<file path="config.mk">
export PLATFORM = sky130hd
export DESIGN_NAME = accel_tilt_angle_top
export DESIGN_NICKNAME = d
export VERILOG_FILES = /design/src/rtl/atilt_pkg.sv /design/src/rtl/accel_tilt_angle_top.sv /design/src/rtl/atilt_front.sv /design/src/rtl/atilt_fifo.sv /design/src/rtl/atilt_back.sv
export SDC_FILE = /design/constraint.sdc
export NUM_CORES = 2
export LEC_CHECK = 0
export ABC_CLOCK_PERIOD_IN_PS = 13700
export BUFFER_PORTS_ARGS = -buffer_cell sky130_fd_sc_hd__clkbuf_2
export CELL_PAD_IN_SITES_DETAIL_PLACEMENT = 0
export CELL_PAD_IN_SITES_GLOBAL_PLACEMENT = 1
export CORE_MARGIN = 1.5
export CORE_UTILIZATION = 54
export CTS_CLUSTER_DIAMETER = 30
export DETAILED_ROUTE_END_ITERATION = 12
export PLACE_DENSITY_LB_ADDON = 0.15
export RECOVER_POWER = 50
export SYNTH_ARGS = -nofsm -noshare
export SYNTH_HDL_FRONTEND = slang
export SYNTH_SLANG_ARGS = --single-unit
</file>
<file path="constraint.sdc">
create_clock -name clk_i -period 13.7 [get_ports clk_i]
set_input_delay 1.37 -clock clk_i [delete_from_list [all_inputs] [get_ports clk_i]]
set_output_delay 1.37 -clock clk_i [all_outputs]
set_load 0.03 [all_outputs]
</file>
<file path="src/rtl/atilt_pkg.sv">
// ---------------------------------------------------------------------------
// Tilt angle package
// Shared types, constants and arithmetic helpers of the tilt angle block.
// ---------------------------------------------------------------------------
package atilt_pkg;

  localparam int unsigned SAMPLE_W        = 12;
  localparam int unsigned DEV_W           = 13;
  localparam int unsigned ANGLE_W         = 9;
  localparam int unsigned SUM_W           = 15;
  localparam int unsigned CNT_W           = 3;
  localparam int unsigned SAMPLES_PER_SET = 5;

  localparam int unsigned RECIP_SHIFT = 18;
  localparam int unsigned RECIP_W     = 19;
  localparam int unsigned RECIP       = (2 ** RECIP_SHIFT + SAMPLES_PER_SET - 1)
                                        / SAMPLES_PER_SET;
  localparam int unsigned PROD_W      = SUM_W + RECIP_W;

  localparam int unsigned QUEUE_DEPTH = 2;
  localparam int unsigned QPTR_W      = $clog2(QUEUE_DEPTH);
  localparam int unsigned QCNT_W      = $clog2(QUEUE_DEPTH + 1);

  localparam int unsigned CORDIC_STEPS = 17;
  localparam int unsigned ITER_W       = $clog2(CORDIC_STEPS);
  localparam int unsigned OPER_W       = 32;
  localparam int unsigned ANG_W        = 20;
  localparam int unsigned FRAC_W       = 16;

  localparam logic signed [ANG_W-1:0] PI_FIX          = 20'sd205887;
  localparam logic signed [ANG_W-1:0] THREE_RAD_FIX   = 20'sd196608;
  localparam logic signed [ANG_W-1:0] MINUS_LIMIT_FIX = -20'sd98304;

  localparam logic [ANGLE_W-1:0] ANGLE_FULL = 9'd400;
  localparam int unsigned SCALE_W   = 27;
  localparam int unsigned THIRD_W   = 11;
  localparam int unsigned THIRD_MUL = 683;
  localparam int unsigned THIRD_SH  = 11;

  localparam logic signed [ANG_W-1:0] ATAN_TAB [CORDIC_STEPS] = '{
    20'sd51472, 20'sd30386, 20'sd16055, 20'sd8150, 20'sd4091, 20'sd2047,
    20'sd1024, 20'sd512, 20'sd256, 20'sd128, 20'sd64, 20'sd32, 20'sd16,
    20'sd8, 20'sd4, 20'sd2, 20'sd1
  };

  typedef enum logic [1:0] {
    REG_X_OFFSET = 2'd0,
    REG_Y_OFFSET = 2'd1,
    REG_Z_OFFSET = 2'd2,
    REG_SPARE    = 2'd3
  } reg_idx_e;

  localparam logic [SAMPLE_W-1:0] OFFSET_RESET = 12'd2000;

  typedef enum logic [3:0] {
    ST_IDLE   = 4'b0001,
    ST_ITER   = 4'b0010,
    ST_SCALE  = 4'b0100,
    ST_FINISH = 4'b1000
  } back_state_e;

  typedef struct packed {
    logic [DEV_W-1:0] dx;
    logic [DEV_W-1:0] dy;
    logic [DEV_W-1:0] dz;
  } dev_t;

  typedef struct packed {
    logic push;
    logic pop;
    logic full;
    logic valid;
  } queue_ctl_t;

  function automatic logic [SAMPLE_W-1:0] div_set(input logic [SUM_W-1:0] s);
    logic [PROD_W-1:0] p;
    p = PROD_W'(s) * PROD_W'(RECIP);
    return p[RECIP_SHIFT +: SAMPLE_W];
  endfunction

endpackage

</file>
<file path="src/rtl/accel_tilt_angle_top.sv">
// ---------------------------------------------------------------------------
// Accelerometer tilt angle
// Averages sets of three-axis samples and gives the deviations and tilt angle.
// ---------------------------------------------------------------------------
//  Channel  Direction  Handshake               Payload
//  in       input      in_valid_i/in_stall_o   sample_x_i, sample_y_i, sample_z_i
//  out      output     out_valid_o/out_stall_i tilt_angle_o, dev_x_o/_y_o/_z_o
//  cfg      input      cfg_valid_i/cfg_ready_o cfg_index_i, cfg_data_i
//
//  The front end takes one sample a cycle while it is not stalling; after the
//  last sample of a set it stalls until the averages are formed and queued.
//  The back end works through one set at a time: a load, 17 vectoring steps,
//  a scale and a result step, and loads no new set until its result is registered.
//  Reset clears the sums and counters and sets every offset to 2000.
//  A two-entry queue lets either side stall without holding the other.
// ---------------------------------------------------------------------------
module accel_tilt_angle_top (
  input  logic                          clk_i,
  input  logic                          rst_ni,
  input  logic                          in_valid_i,
  output logic                          in_stall_o,
  input  logic [atilt_pkg::SAMPLE_W-1:0] sample_x_i,
  input  logic [atilt_pkg::SAMPLE_W-1:0] sample_y_i,
  input  logic [atilt_pkg::SAMPLE_W-1:0] sample_z_i,
  output logic                          out_valid_o,
  input  logic                          out_stall_i,
  output logic [atilt_pkg::ANGLE_W-1:0] tilt_angle_o,
  output logic [atilt_pkg::DEV_W-1:0]   dev_x_o,
  output logic [atilt_pkg::DEV_W-1:0]   dev_y_o,
  output logic [atilt_pkg::DEV_W-1:0]   dev_z_o,
  input  logic                          cfg_valid_i,
  output logic                          cfg_ready_o,
  input  logic [1:0]                    cfg_index_i,
  input  logic [atilt_pkg::SAMPLE_W-1:0] cfg_data_i
);
  import atilt_pkg::*;

  queue_ctl_t q_ctl;
  dev_t       q_wr_data, q_rd_data;

  assign cfg_ready_o = 1'b1;

  atilt_front u_front (
    .clk_i      (clk_i),
    .rst_ni     (rst_ni),
    .in_valid_i (in_valid_i),
    .in_stall_o (in_stall_o),
    .sample_x_i (sample_x_i),
    .sample_y_i (sample_y_i),
    .sample_z_i (sample_z_i),
    .cfg_we_i   (cfg_valid_i && cfg_ready_o),
    .cfg_index_i(cfg_index_i),
    .cfg_data_i (cfg_data_i),
    .q_full_i   (q_ctl.full),
    .q_push_o   (q_ctl.push),
    .q_data_o   (q_wr_data)
  );

  atilt_fifo u_fifo (
    .clk_i    (clk_i),
    .rst_ni   (rst_ni),
    .ctl_i    (q_ctl),
    .wr_data_i(q_wr_data),
    .full_o   (q_ctl.full),
    .valid_o  (q_ctl.valid),
    .rd_data_o(q_rd_data)
  );

  atilt_back u_back (
    .clk_i       (clk_i),
    .rst_ni      (rst_ni),
    .q_valid_i   (q_ctl.valid),
    .q_pop_o     (q_ctl.pop),
    .q_data_i    (q_rd_data),
    .out_valid_o (out_valid_o),
    .out_stall_i (out_stall_i),
    .tilt_angle_o(tilt_angle_o),
    .dev_x_o     (dev_x_o),
    .dev_y_o     (dev_y_o),
    .dev_z_o     (dev_z_o)
  );

endmodule

</file>
<file path="src/rtl/atilt_front.sv">
// ---------------------------------------------------------------------------
// Tilt angle front end
// Accumulates a set of samples per axis, then averages and removes offsets.
// ---------------------------------------------------------------------------
module atilt_front (
  input  logic                          clk_i,
  input  logic                          rst_ni,
  input  logic                          in_valid_i,
  output logic                          in_stall_o,
  input  logic [atilt_pkg::SAMPLE_W-1:0] sample_x_i,
  input  logic [atilt_pkg::SAMPLE_W-1:0] sample_y_i,
  input  logic [atilt_pkg::SAMPLE_W-1:0] sample_z_i,
  input  logic                          cfg_we_i,
  input  logic [1:0]                    cfg_index_i,
  input  logic [atilt_pkg::SAMPLE_W-1:0] cfg_data_i,
  input  logic                          q_full_i,
  output logic                          q_push_o,
  output atilt_pkg::dev_t               q_data_o
);
  import atilt_pkg::*;

  localparam logic [CNT_W-1:0] LAST_CNT = CNT_W'(SAMPLES_PER_SET - 1);

  logic [SUM_W-1:0]    sum_x_q, sum_y_q, sum_z_q;
  logic [SUM_W-1:0]    sum_x_d, sum_y_d, sum_z_d;
  logic [CNT_W-1:0]    cnt_q, cnt_d;
  logic                pend_q, pend_d;
  logic [SAMPLE_W-1:0] off_x_q, off_y_q, off_z_q;
  logic                accept;

  assign in_stall_o = pend_q;
  assign accept     = in_valid_i && !pend_q;
  assign q_push_o   = pend_q && !q_full_i;

  assign q_data_o.dx = {1'b0, div_set(sum_x_q)} - {1'b0, off_x_q};
  assign q_data_o.dy = {1'b0, div_set(sum_y_q)} - {1'b0, off_y_q};
  assign q_data_o.dz = {1'b0, div_set(sum_z_q)} - {1'b0, off_z_q};

  always_comb begin
    sum_x_d = sum_x_q;
    sum_y_d = sum_y_q;
    sum_z_d = sum_z_q;
    cnt_d   = cnt_q;
    pend_d  = pend_q;
    if (q_push_o) begin
      sum_x_d = '0;
      sum_y_d = '0;
      sum_z_d = '0;
      cnt_d   = '0;
      pend_d  = 1'b0;
    end else if (accept) begin
      sum_x_d = sum_x_q + SUM_W'(sample_x_i);
      sum_y_d = sum_y_q + SUM_W'(sample_y_i);
      sum_z_d = sum_z_q + SUM_W'(sample_z_i);
      if (cnt_q == LAST_CNT) begin
        pend_d = 1'b1;
      end else begin
        cnt_d = cnt_q + 1'b1;
      end
    end
  end

  always_ff @(posedge clk_i or negedge rst_ni) begin
    if (!rst_ni) begin
      sum_x_q <= '0;
      sum_y_q <= '0;
      sum_z_q <= '0;
      cnt_q   <= '0;
      pend_q  <= 1'b0;
    end else begin
      sum_x_q <= sum_x_d;
      sum_y_q <= sum_y_d;
      sum_z_q <= sum_z_d;
      cnt_q   <= cnt_d;
      pend_q  <= pend_d;
    end
  end

  always_ff @(posedge clk_i or negedge rst_ni) begin
    if (!rst_ni) begin
      off_x_q <= OFFSET_RESET;
      off_y_q <= OFFSET_RESET;
      off_z_q <= OFFSET_RESET;
    end else if (cfg_we_i) begin
      unique case (reg_idx_e'(cfg_index_i))
        REG_X_OFFSET: off_x_q <= cfg_data_i;
        REG_Y_OFFSET: off_y_q <= cfg_data_i;
        REG_Z_OFFSET: off_z_q <= cfg_data_i;
        default: ;
      endcase
    end
  end

endmodule

</file>
<file path="src/rtl/atilt_fifo.sv">
// ---------------------------------------------------------------------------
// Tilt angle deviation queue
// Short first-in first-out queue between the front end and the back end.
// ---------------------------------------------------------------------------
module atilt_fifo (
  input  logic                 clk_i,
  input  logic                 rst_ni,
  input  atilt_pkg::queue_ctl_t ctl_i,
  input  atilt_pkg::dev_t      wr_data_i,
  output logic                 full_o,
  output logic                 valid_o,
  output atilt_pkg::dev_t      rd_data_o
);
  import atilt_pkg::*;

  dev_t              mem_q [QUEUE_DEPTH];
  logic [QPTR_W-1:0] wr_ptr_q, rd_ptr_q;
  logic [QCNT_W-1:0] cnt_q;

  assign full_o    = (cnt_q == QCNT_W'(QUEUE_DEPTH));
  assign valid_o   = (cnt_q != '0);
  assign rd_data_o = mem_q[rd_ptr_q];

  always_ff @(posedge clk_i) begin
    if (ctl_i.push) begin
      mem_q[wr_ptr_q] <= wr_data_i;
    end
  end

  always_ff @(posedge clk_i or negedge rst_ni) begin
    if (!rst_ni) begin
      wr_ptr_q <= '0;
      rd_ptr_q <= '0;
      cnt_q    <= '0;
    end else begin
      if (ctl_i.push) begin
        wr_ptr_q <= (wr_ptr_q == QPTR_W'(QUEUE_DEPTH - 1)) ? '0 : wr_ptr_q + 1'b1;
      end
      if (ctl_i.pop) begin
        rd_ptr_q <= (rd_ptr_q == QPTR_W'(QUEUE_DEPTH - 1)) ? '0 : rd_ptr_q + 1'b1;
      end
      if (ctl_i.push && !ctl_i.pop) begin
        cnt_q <= cnt_q + 1'b1;
      end else if (!ctl_i.push && ctl_i.pop) begin
        cnt_q <= cnt_q - 1'b1;
      end
    end
  end

endmodule

</file>
<file path="src/rtl/atilt_back.sv">
// ---------------------------------------------------------------------------
// Tilt angle back end
// Iterative vectoring unit for the angle, clamping, scaling and result register.
// ---------------------------------------------------------------------------
module atilt_back (
  input  logic                          clk_i,
  input  logic                          rst_ni,
  input  logic                          q_valid_i,
  output logic                          q_pop_o,
  input  atilt_pkg::dev_t               q_data_i,
  output logic                          out_valid_o,
  input  logic                          out_stall_i,
  output logic [atilt_pkg::ANGLE_W-1:0] tilt_angle_o,
  output logic [atilt_pkg::DEV_W-1:0]   dev_x_o,
  output logic [atilt_pkg::DEV_W-1:0]   dev_y_o,
  output logic [atilt_pkg::DEV_W-1:0]   dev_z_o
);
  import atilt_pkg::*;

  back_state_e              state_q, state_d;
  logic [ITER_W-1:0]        iter_q;
  logic signed [OPER_W-1:0] x_q, z_q, x_d, z_d, xs, zs, x_init, z_init;
  logic signed [ANG_W-1:0]  ang_q, ang_d, ang_init;
  dev_t                     dev_q;
  logic                     zero_q;
  logic                     sel_max_q, sel_zero_q;
  logic [SCALE_W-1:0]       prod_q;
  logic [THIRD_W-1:0]       whole;
  logic [THIRD_W+9:0]       third_prod;
  logic [ANGLE_W-1:0]       angle;
  logic                     out_valid_q;
  logic                     slot_free;
  logic                     load_out;

  assign slot_free = !out_valid_q || !out_stall_i;
  assign q_pop_o   = (state_q == ST_IDLE) && q_valid_i;
  assign load_out  = (state_q == ST_FINISH) && slot_free;

  assign x_init = {{3{q_data_i.dx[DEV_W-1]}}, q_data_i.dx, {FRAC_W{1'b0}}};
  assign z_init = {{3{q_data_i.dz[DEV_W-1]}}, q_data_i.dz, {FRAC_W{1'b0}}};
  assign ang_init = q_data_i.dx[DEV_W-1] ?
                    (q_data_i.dz[DEV_W-1] ? -PI_FIX : PI_FIX) : '0;

  assign xs = x_q >>> iter_q;
  assign zs = z_q >>> iter_q;

  always_comb begin
    if (!z_q[OPER_W-1]) begin
      x_d   = x_q + zs;
      z_d   = z_q - xs;
      ang_d = ang_q + ATAN_TAB[iter_q];
    end else begin
      x_d   = x_q - zs;
      z_d   = z_q + xs;
      ang_d = ang_q - ATAN_TAB[iter_q];
    end
  end

  assign whole      = prod_q[FRAC_W +: THIRD_W];
  assign third_prod = (THIRD_W + 10)'(whole) * (THIRD_W + 10)'(THIRD_MUL);
  assign angle      = sel_max_q  ? ANGLE_FULL :
                      sel_zero_q ? '0 : third_prod[THIRD_SH +: ANGLE_W];

  always_comb begin
    state_d = state_q;
    unique case (state_q)
      ST_IDLE:   if (q_valid_i) state_d = ST_ITER;
      ST_ITER:   if (iter_q == ITER_W'(CORDIC_STEPS - 1)) state_d = ST_SCALE;
      ST_SCALE:  state_d = ST_FINISH;
      ST_FINISH: if (slot_free) state_d = ST_IDLE;
      default:   state_d = ST_IDLE;
    endcase
  end

  always_ff @(posedge clk_i or negedge rst_ni) begin
    if (!rst_ni) begin
      state_q     <= ST_IDLE;
      out_valid_q <= 1'b0;
    end else begin
      state_q <= state_d;
      if (load_out) begin
        out_valid_q <= 1'b1;
      end else if (!out_stall_i) begin
        out_valid_q <= 1'b0;
      end
    end
  end

  always_ff @(posedge clk_i) begin
    unique case (state_q)
      ST_IDLE: begin
        iter_q <= '0;
        x_q    <= q_data_i.dx[DEV_W-1] ? -x_init : x_init;
        z_q    <= q_data_i.dx[DEV_W-1] ? -z_init : z_init;
        ang_q  <= ang_init;
        dev_q  <= q_data_i;
        zero_q <= (q_data_i.dx == '0) && (q_data_i.dz == '0);
      end
      ST_ITER: begin
        iter_q <= iter_q + 1'b1;
        x_q    <= x_d;
        z_q    <= z_d;
        ang_q  <= ang_d;
      end
      ST_SCALE: begin
        sel_max_q  <= !zero_q && ((ang_q > THREE_RAD_FIX) || (ang_q < MINUS_LIMIT_FIX));
        sel_zero_q <= zero_q || ang_q[ANG_W-1];
        prod_q     <= SCALE_W'(ang_q[17:0]) * SCALE_W'(ANGLE_FULL);
      end
      ST_FINISH: begin
        if (slot_free) begin
          tilt_angle_o <= angle;
          dev_x_o      <= dev_q.dx;
          dev_y_o      <= dev_q.dy;
          dev_z_o      <= dev_q.dz;
        end
      end
      default: ;
    endcase
  end

  assign out_valid_o = out_valid_q;

endmodule

</file>
-- After elaboration in Yosys (flattened, before gate mapping)
Memories as Yosys holds them, arrays and structs flattened.
Cells that the tools add are included.
W data, S select, Z words.
- register bits: 296
- bits in latches: 0
- RAM bits: 78
- ROM bits: 640
- input port bits: 55
- word-level logic and storage cells: 148
- memories kept: 2
- $add $sub $neg: 20
- multiply operators: 5
- divide/modulo/power cells: 0
- magnitude comparators: 3
- eq/ne operators: 14
- shift-type cells: 2
- multiplexer cells: 38
- bitwise gates (word level): 1
- reduce and logical (&&, ||, !) cells: 34
- memories (memory ; depth ; width ; rd ports ; clocked after Yosys merged registers in ; write ports ; RTL line ; text):
    (name not given) ; 32 ; 20 ; 1 ; 0 ; 0 ; atilt_back.sv:51 ; ang_d = ang_q + ATAN_TAB[iter_q];
    u_fifo.mem_q ; 2 ; 39 ; 1 ; 0 ; 1 ; atilt_fifo.sv:16 ; dev_t mem_q [QUEUE_DEPTH];
- operators with widths (operator ; count):
    $mux W32 ; 4
    $pmux W32 S2 ; 2
    $mux W20 ; 5
    $mul A15 B16 Y30 const B ; 3
    $mux W15 ; 6
    $add A32 B32 Y32 ; 2
    $neg A29 Y32 ; 2
    $sshr A32 B5 Y32 ; 2
    $sub A32 B32 Y32 ; 2
    $add A15 B12 Y15 ; 3
    $pmux W20 S2 ; 1
    $sub A12 B12 Y13 ; 3
    $logic_not A13 Y1 ; 2
    $mul A18 B5 Y23 const B ; 1
    $add A20 B20 Y20 ; 1
    $gt A20 B19 Y1 const B ; 1
    $lt A20 B18 Y1 const B ; 1
    $mul A11 B10 Y20 const B ; 1
    $sub A20 B20 Y20 ; 1
    $pmux W4 S4 ; 1
    $mux W4 ; 3
    $reduce_and A2 Y1 ; 6
    $ne A2 B1 Y1 const B ; 5
    $pmux W5 S2 ; 1
    other kinds (26) ; 58

-- Logic depth before layout (Yosys ltp)
- depth after elaboration: 7
- gate-level depth with buffers: 33

-- Cells and area by module
Synthesis repeated with hierarchy kept, for this count alone.
- cells, all modules: 3951
- area, all modules: 40297.4 um^2
- modules (own cells, without submodules) (module ; times used ; cells an instance ; area each (um^2)):
    atilt_back ; 1 ; 2143 ; 20933.8
    atilt_front ; 1 ; 1669 ; 16336.9
    atilt_fifo ; 1 ; 137 ; 3015.4
    accel_tilt_angle_top ; 1 ; 2 ; 11.3

-- Worst setup path before layout
No wires, ideal clock.
- path type: reg-to-reg
- start: register u_back.state_q[0]
- end: register u_back.ang_q[0], enable pin
- arrival: 6.882 ns
- required time: 13.041 ns
- path slack: 6.159 ns
- stages on the path, launching flop included: 3
- path through: dfstp_2 > nand2_1 > o21ai_0
- word-level cells in the longest chain between the ends: 2
- ends and longest elaborated chain (what ; RTL line ; text):
    from (decl) ; atilt_back.sv:20 ; back_state_e state_q, state_d;
    from (signal assigned) ; atilt_back.sv:80 ; state_q <= state_d;
    $eq A4 B2 Y1 or $eq A4 B1 Y1 (tied branches) ; atilt_back.sv:90 ; unique case (state_q)
    $reduce_bool A2 Y1 (no line) * ; n/a ;
    to (signal assigned) ; atilt_back.sv:95 ; ang_q <= ang_init;
    to (signal assigned) ; atilt_back.sv:103 ; ang_q <= ang_d;
    to (decl) ; atilt_back.sv:23 ; logic signed [ANG_W-1:0] ang_q, ang_d, ang_init;
Every way passes the cells marked *; elsewhere a longest branch is shown, timed or not.
A chain may end at the register's enable or synchronous reset.

==> results.md <==
- Post-CTS setup buffers: 0
- Hold path startpoint: u_back.dev_q[14]$_DFFE_PP_
- CTS Buf Count: 96
- All-layer global routing usage: roughly 27%
- Area Growth Syn to Fin: 12.33%
- CP dominant cell by count: fa_1
- R2R Setup Slk: about 6300 ps
- Max-cap viol count: 11
- EDFF count, synth: approximately 270
- Mapped Cells: around 3900
- WL final: approximately 98000 microns
- Gp weighted congestion: 0.9608
- Die width: ~270 microns
- Final hold violation count: 0
- Clock root cell: clkbuf_16
- Worst setup SP type: flop
- Worst reg2reg endpoint: u_fifo.mem_q[0][12]$_DFFE_PP_
- Top Ports: roughly 110
- Crit end category: flop
- Post-CTS Resized: 0
- Worst path bufs/invs: 4
- Mapped Area: approximately 40000 sq um
- # diodes: 0
- Worst-Margin Slew: approximately 3000 ps
- RSZ-0062 raised after global routing: false
- DP Wirelength: about 77000 microns
- Antenna violations before repair: 10
- First-pass GRT wire length: roughly 160000 microns
- Largest net degree at the start of global routing: 70
- Clock period minus worst slack: around 7400 ps
- H-tree Lvls: 3
- Setup violations, final: 0
- Core area: a little over 70000 sq um
- DR vias: between 20000 and 30000
- Worst Path Required: between 10000 and 15000 ps
- Nets: about 5000
- GR Overflow Total: 0
- Fmax: 135.0 MHz
- 1st-iter DRT viols: between 1500 and 2000
- Routed wl met3: about 5000 microns
- Max-slew violations: between 400 and 500
- Relative slew slack: -96.07%
- Tcrit/Tclk final: 54.07%
- Port bufs: approximately 100
- M1 WL: around 42000 microns
- Die ar.: 74570 sq um
- Failing checks: max-capacitance violations, max-slew violations
- Endpoint, Worst Hold: u_back.dev_y_o[1]$_DFFE_PP_
- Pre-antenna DRT Iters: 6
- Critical path class: flop to flop
- Initial Utilization: 54.82%
- HP Class: flop to flop
- CP peak stage delay: ~530 ps
- Core Rows: slightly below 100
- Post-CTS Hold Buffers: 0
- TritonCTS clock tree: built
- Crit-path leading delay family: adder cells
- Ys flop type: edfxtp_1
- Post-Syn Nets: slightly below 5000
- Syn Area/Cell: between 9 and 10 sq um
- Wire length per cell: 19.29 microns
- Worst R2R Path Depth: 31
- Worst-case clock skew: between 40 and 50 ps
- Arrival time at the worst endpoint: around 7800 ps
- Clk_lat worst skew: between 600 and 700 ps
- Register bit total from synthesis: between 300 and 400
- Fraction of registers with async set/reset: approximately a quarter
- Layout cells sized above 1: 11.53%
- Synth cell types: roughly 110
- Crit Path Max Fanout: 6
- Vias in the first global route: approximately 30000
- Deepest clock path buffer count: 3
- Cell with the largest stage delay on the worst path: fa_1
- Yosys warns: 0
- Status: finished, violations left
- CTS sink cnt: between 300 and 400
- Routed wl met2: 47750 microns
- Worst Hold Depth: 0
- Die height: roughly 270 microns
- DRC: 0
- Via density: about 5.8
- Clk slew on worst S/H paths: ~50 ps
- Setup TNS: 0 ps
- Register area share after synthesis: approximately a quarter
- Routed Antenna Nets: 0
- R2r startpoint: u_front.sum_z_q[4]$_DFFE_PN0P_
- Uppermost routed layer: met5
## cell usage in the layout (no fill, tap or decap), drive strengths merged, types with 15 or more instances in the layout
cell	count
a211oi	32
a21boi	22
a21o	62
a21oi	177
a31oi	42
and2	27
and3	31
buf	24
bufinv	15
clkbuf	226
clkinv	37
dfrtp	75
dfstp	19
edfxtp	268
fa	211
ha	625
inv	521
mux2	79
mux2i	51
mux4	65
nand2	231
nand2b	32
nand3	88
nand4	17
nor2	275
nor2b	32
nor3	72
o211ai	25
o21a	36
o21ai	206
o22ai	25
o31ai	22
or2	18
or3	24
xnor2	161
xor2	111
## worst max path at each step
stage	start	endpoint	slack, ps	depth (start not counted)
floorplan	u_back.state_q[0]$_DFFE_PN1P_	u_back.ang_q[0]$_DFFE_PP_	6160	2
global placement	u_front.sum_z_q[4]$_DFFE_PN0P_	u_fifo.mem_q[0][12]$_DFFE_PP_	6410	33
detailed placement	u_front.sum_z_q[4]$_DFFE_PN0P_	u_fifo.mem_q[0][12]$_DFFE_PP_	6250	33
CTS	u_front.sum_z_q[4]$_DFFE_PN0P_	u_fifo.mem_q[0][12]$_DFFE_PP_	6280	33
global route	u_front.sum_y_q[9]$_DFFE_PN0P_	u_fifo.mem_q[1][25]$_DFFE_PP_	5710	28
finish	u_front.sum_z_q[4]$_DFFE_PN0P_	u_fifo.mem_q[0][12]$_DFFE_PP_	6290	31
## through the flow
| step | instance area, sq um | cells | hold WS, ps | setup WS, ps | util, % |
|---|---|---|---|---|---|
| after floorplan | 39390 | 3941 | 400.3 | 6159 | - |
| after global placement | 40900 | 4922 | 401.6 | 6414 | 56.92 |
| after detailed placement | 40900 | 4922 | 404.5 | 6250 | 56.92 |
| after CTS | 44320 | 5103 | 416.4 | 6276 | 61.68 |
| after global routing | 44240 | 5103 | 420.3 | 5715 | 61.58 |
| final | 44240 | 5103 | 416.1 | 6293 | 61.58 |
## cell usage after synthesis, types with 8 or more instances
master      n  area, sq um
nor2_1    274         1028
o21a_1     36        270.3
nand2b_1   32        200.2
ha_1      625         7820
nand2_1   229        859.6
edfxtp_1  268         8048
a31oi_1    42        262.8
and2_1     27        168.9
or4_1       8        60.06
a21oi_1   177        885.9
inv_1     510         1914
or3_1      24        150.1
and3_1     31        193.9
buf_2      15        75.07
mux2i_1    50        500.5
o211ai_1   24        180.2
nand4_1    16        100.1
o21bai_1   13        97.59
a211o_1    10        87.58
buf_1      30        112.6
o31ai_1    22        165.2
nor2b_1    32        200.2
fa_1      211         4224
a21boi_0   21        157.7
dfrtp_1    75         1877
or2_2      18        112.6
a211oi_1   31        232.7
mux4_2     59         1329
xor2_1    111        972.2
xnor2_1   161         1410
o21ai_0   204         1021
dfstp_2    19        499.2
nor3_1     68        340.3
a21o_1     62        465.5
nand3_1    87        435.4
mux2_2     70        788.3
clkbuf_1   50        187.7
o22ai_1    24        150.1
## cell type report
class | instances | area [sq um]
fillers | 6182 | 27610
multi-input cells | 2957 | 26550
flip-flops and latches | 362 | 10430
clock buffers | 110 | 2485
inverters | 513 | 1926
well taps | 950 | 1189
clock inverters | 71 | 933.4
repair buffers | 140 | 740.7
## logic make-up after synthesis
| kind of cell | share of synthesized area [%] |
|---|---|
| AO/OA/AOI/OAI | 12.35 |
| XOR/XNOR | 6.048 |
| buffers and inverters | 6.245 |
| multiplexers | 7.367 |
| flip-flops | 26.46 |
| adder cells (fa/ha/maj) | 30.58 |
| AND/OR/NAND/NOR | 10.94 |
| other | 0.009521 |
## registers in the layout (all words and copies together), names as in the netlist, 12 cells and up
register	cells
u_back.z_q	32
u_back.dev_x_o	13
u_fifo.mem_q	78
u_front.off_y_q	12
u_back.dev_q	39
u_front.off_x_q	12
u_back.dev_y_o	13
u_front.off_z_q	12
u_front.sum_z_q	15
u_front.sum_y_q	15
u_front.sum_x_q	15
u_back.x_q	32
u_back.dev_z_o	13
u_back.ang_q	20
## routing by layer
layer	track usage (%)	up-vias
met2	45.73	704
met5	0	-
met1	34.46	14170
met4	9.378	20
met3	4.797	216
li1	-	14290
Power is left out: the tool's default activity adds up to more than one toggle a clock period on the data nets, which glitch-free logic cannot reach.
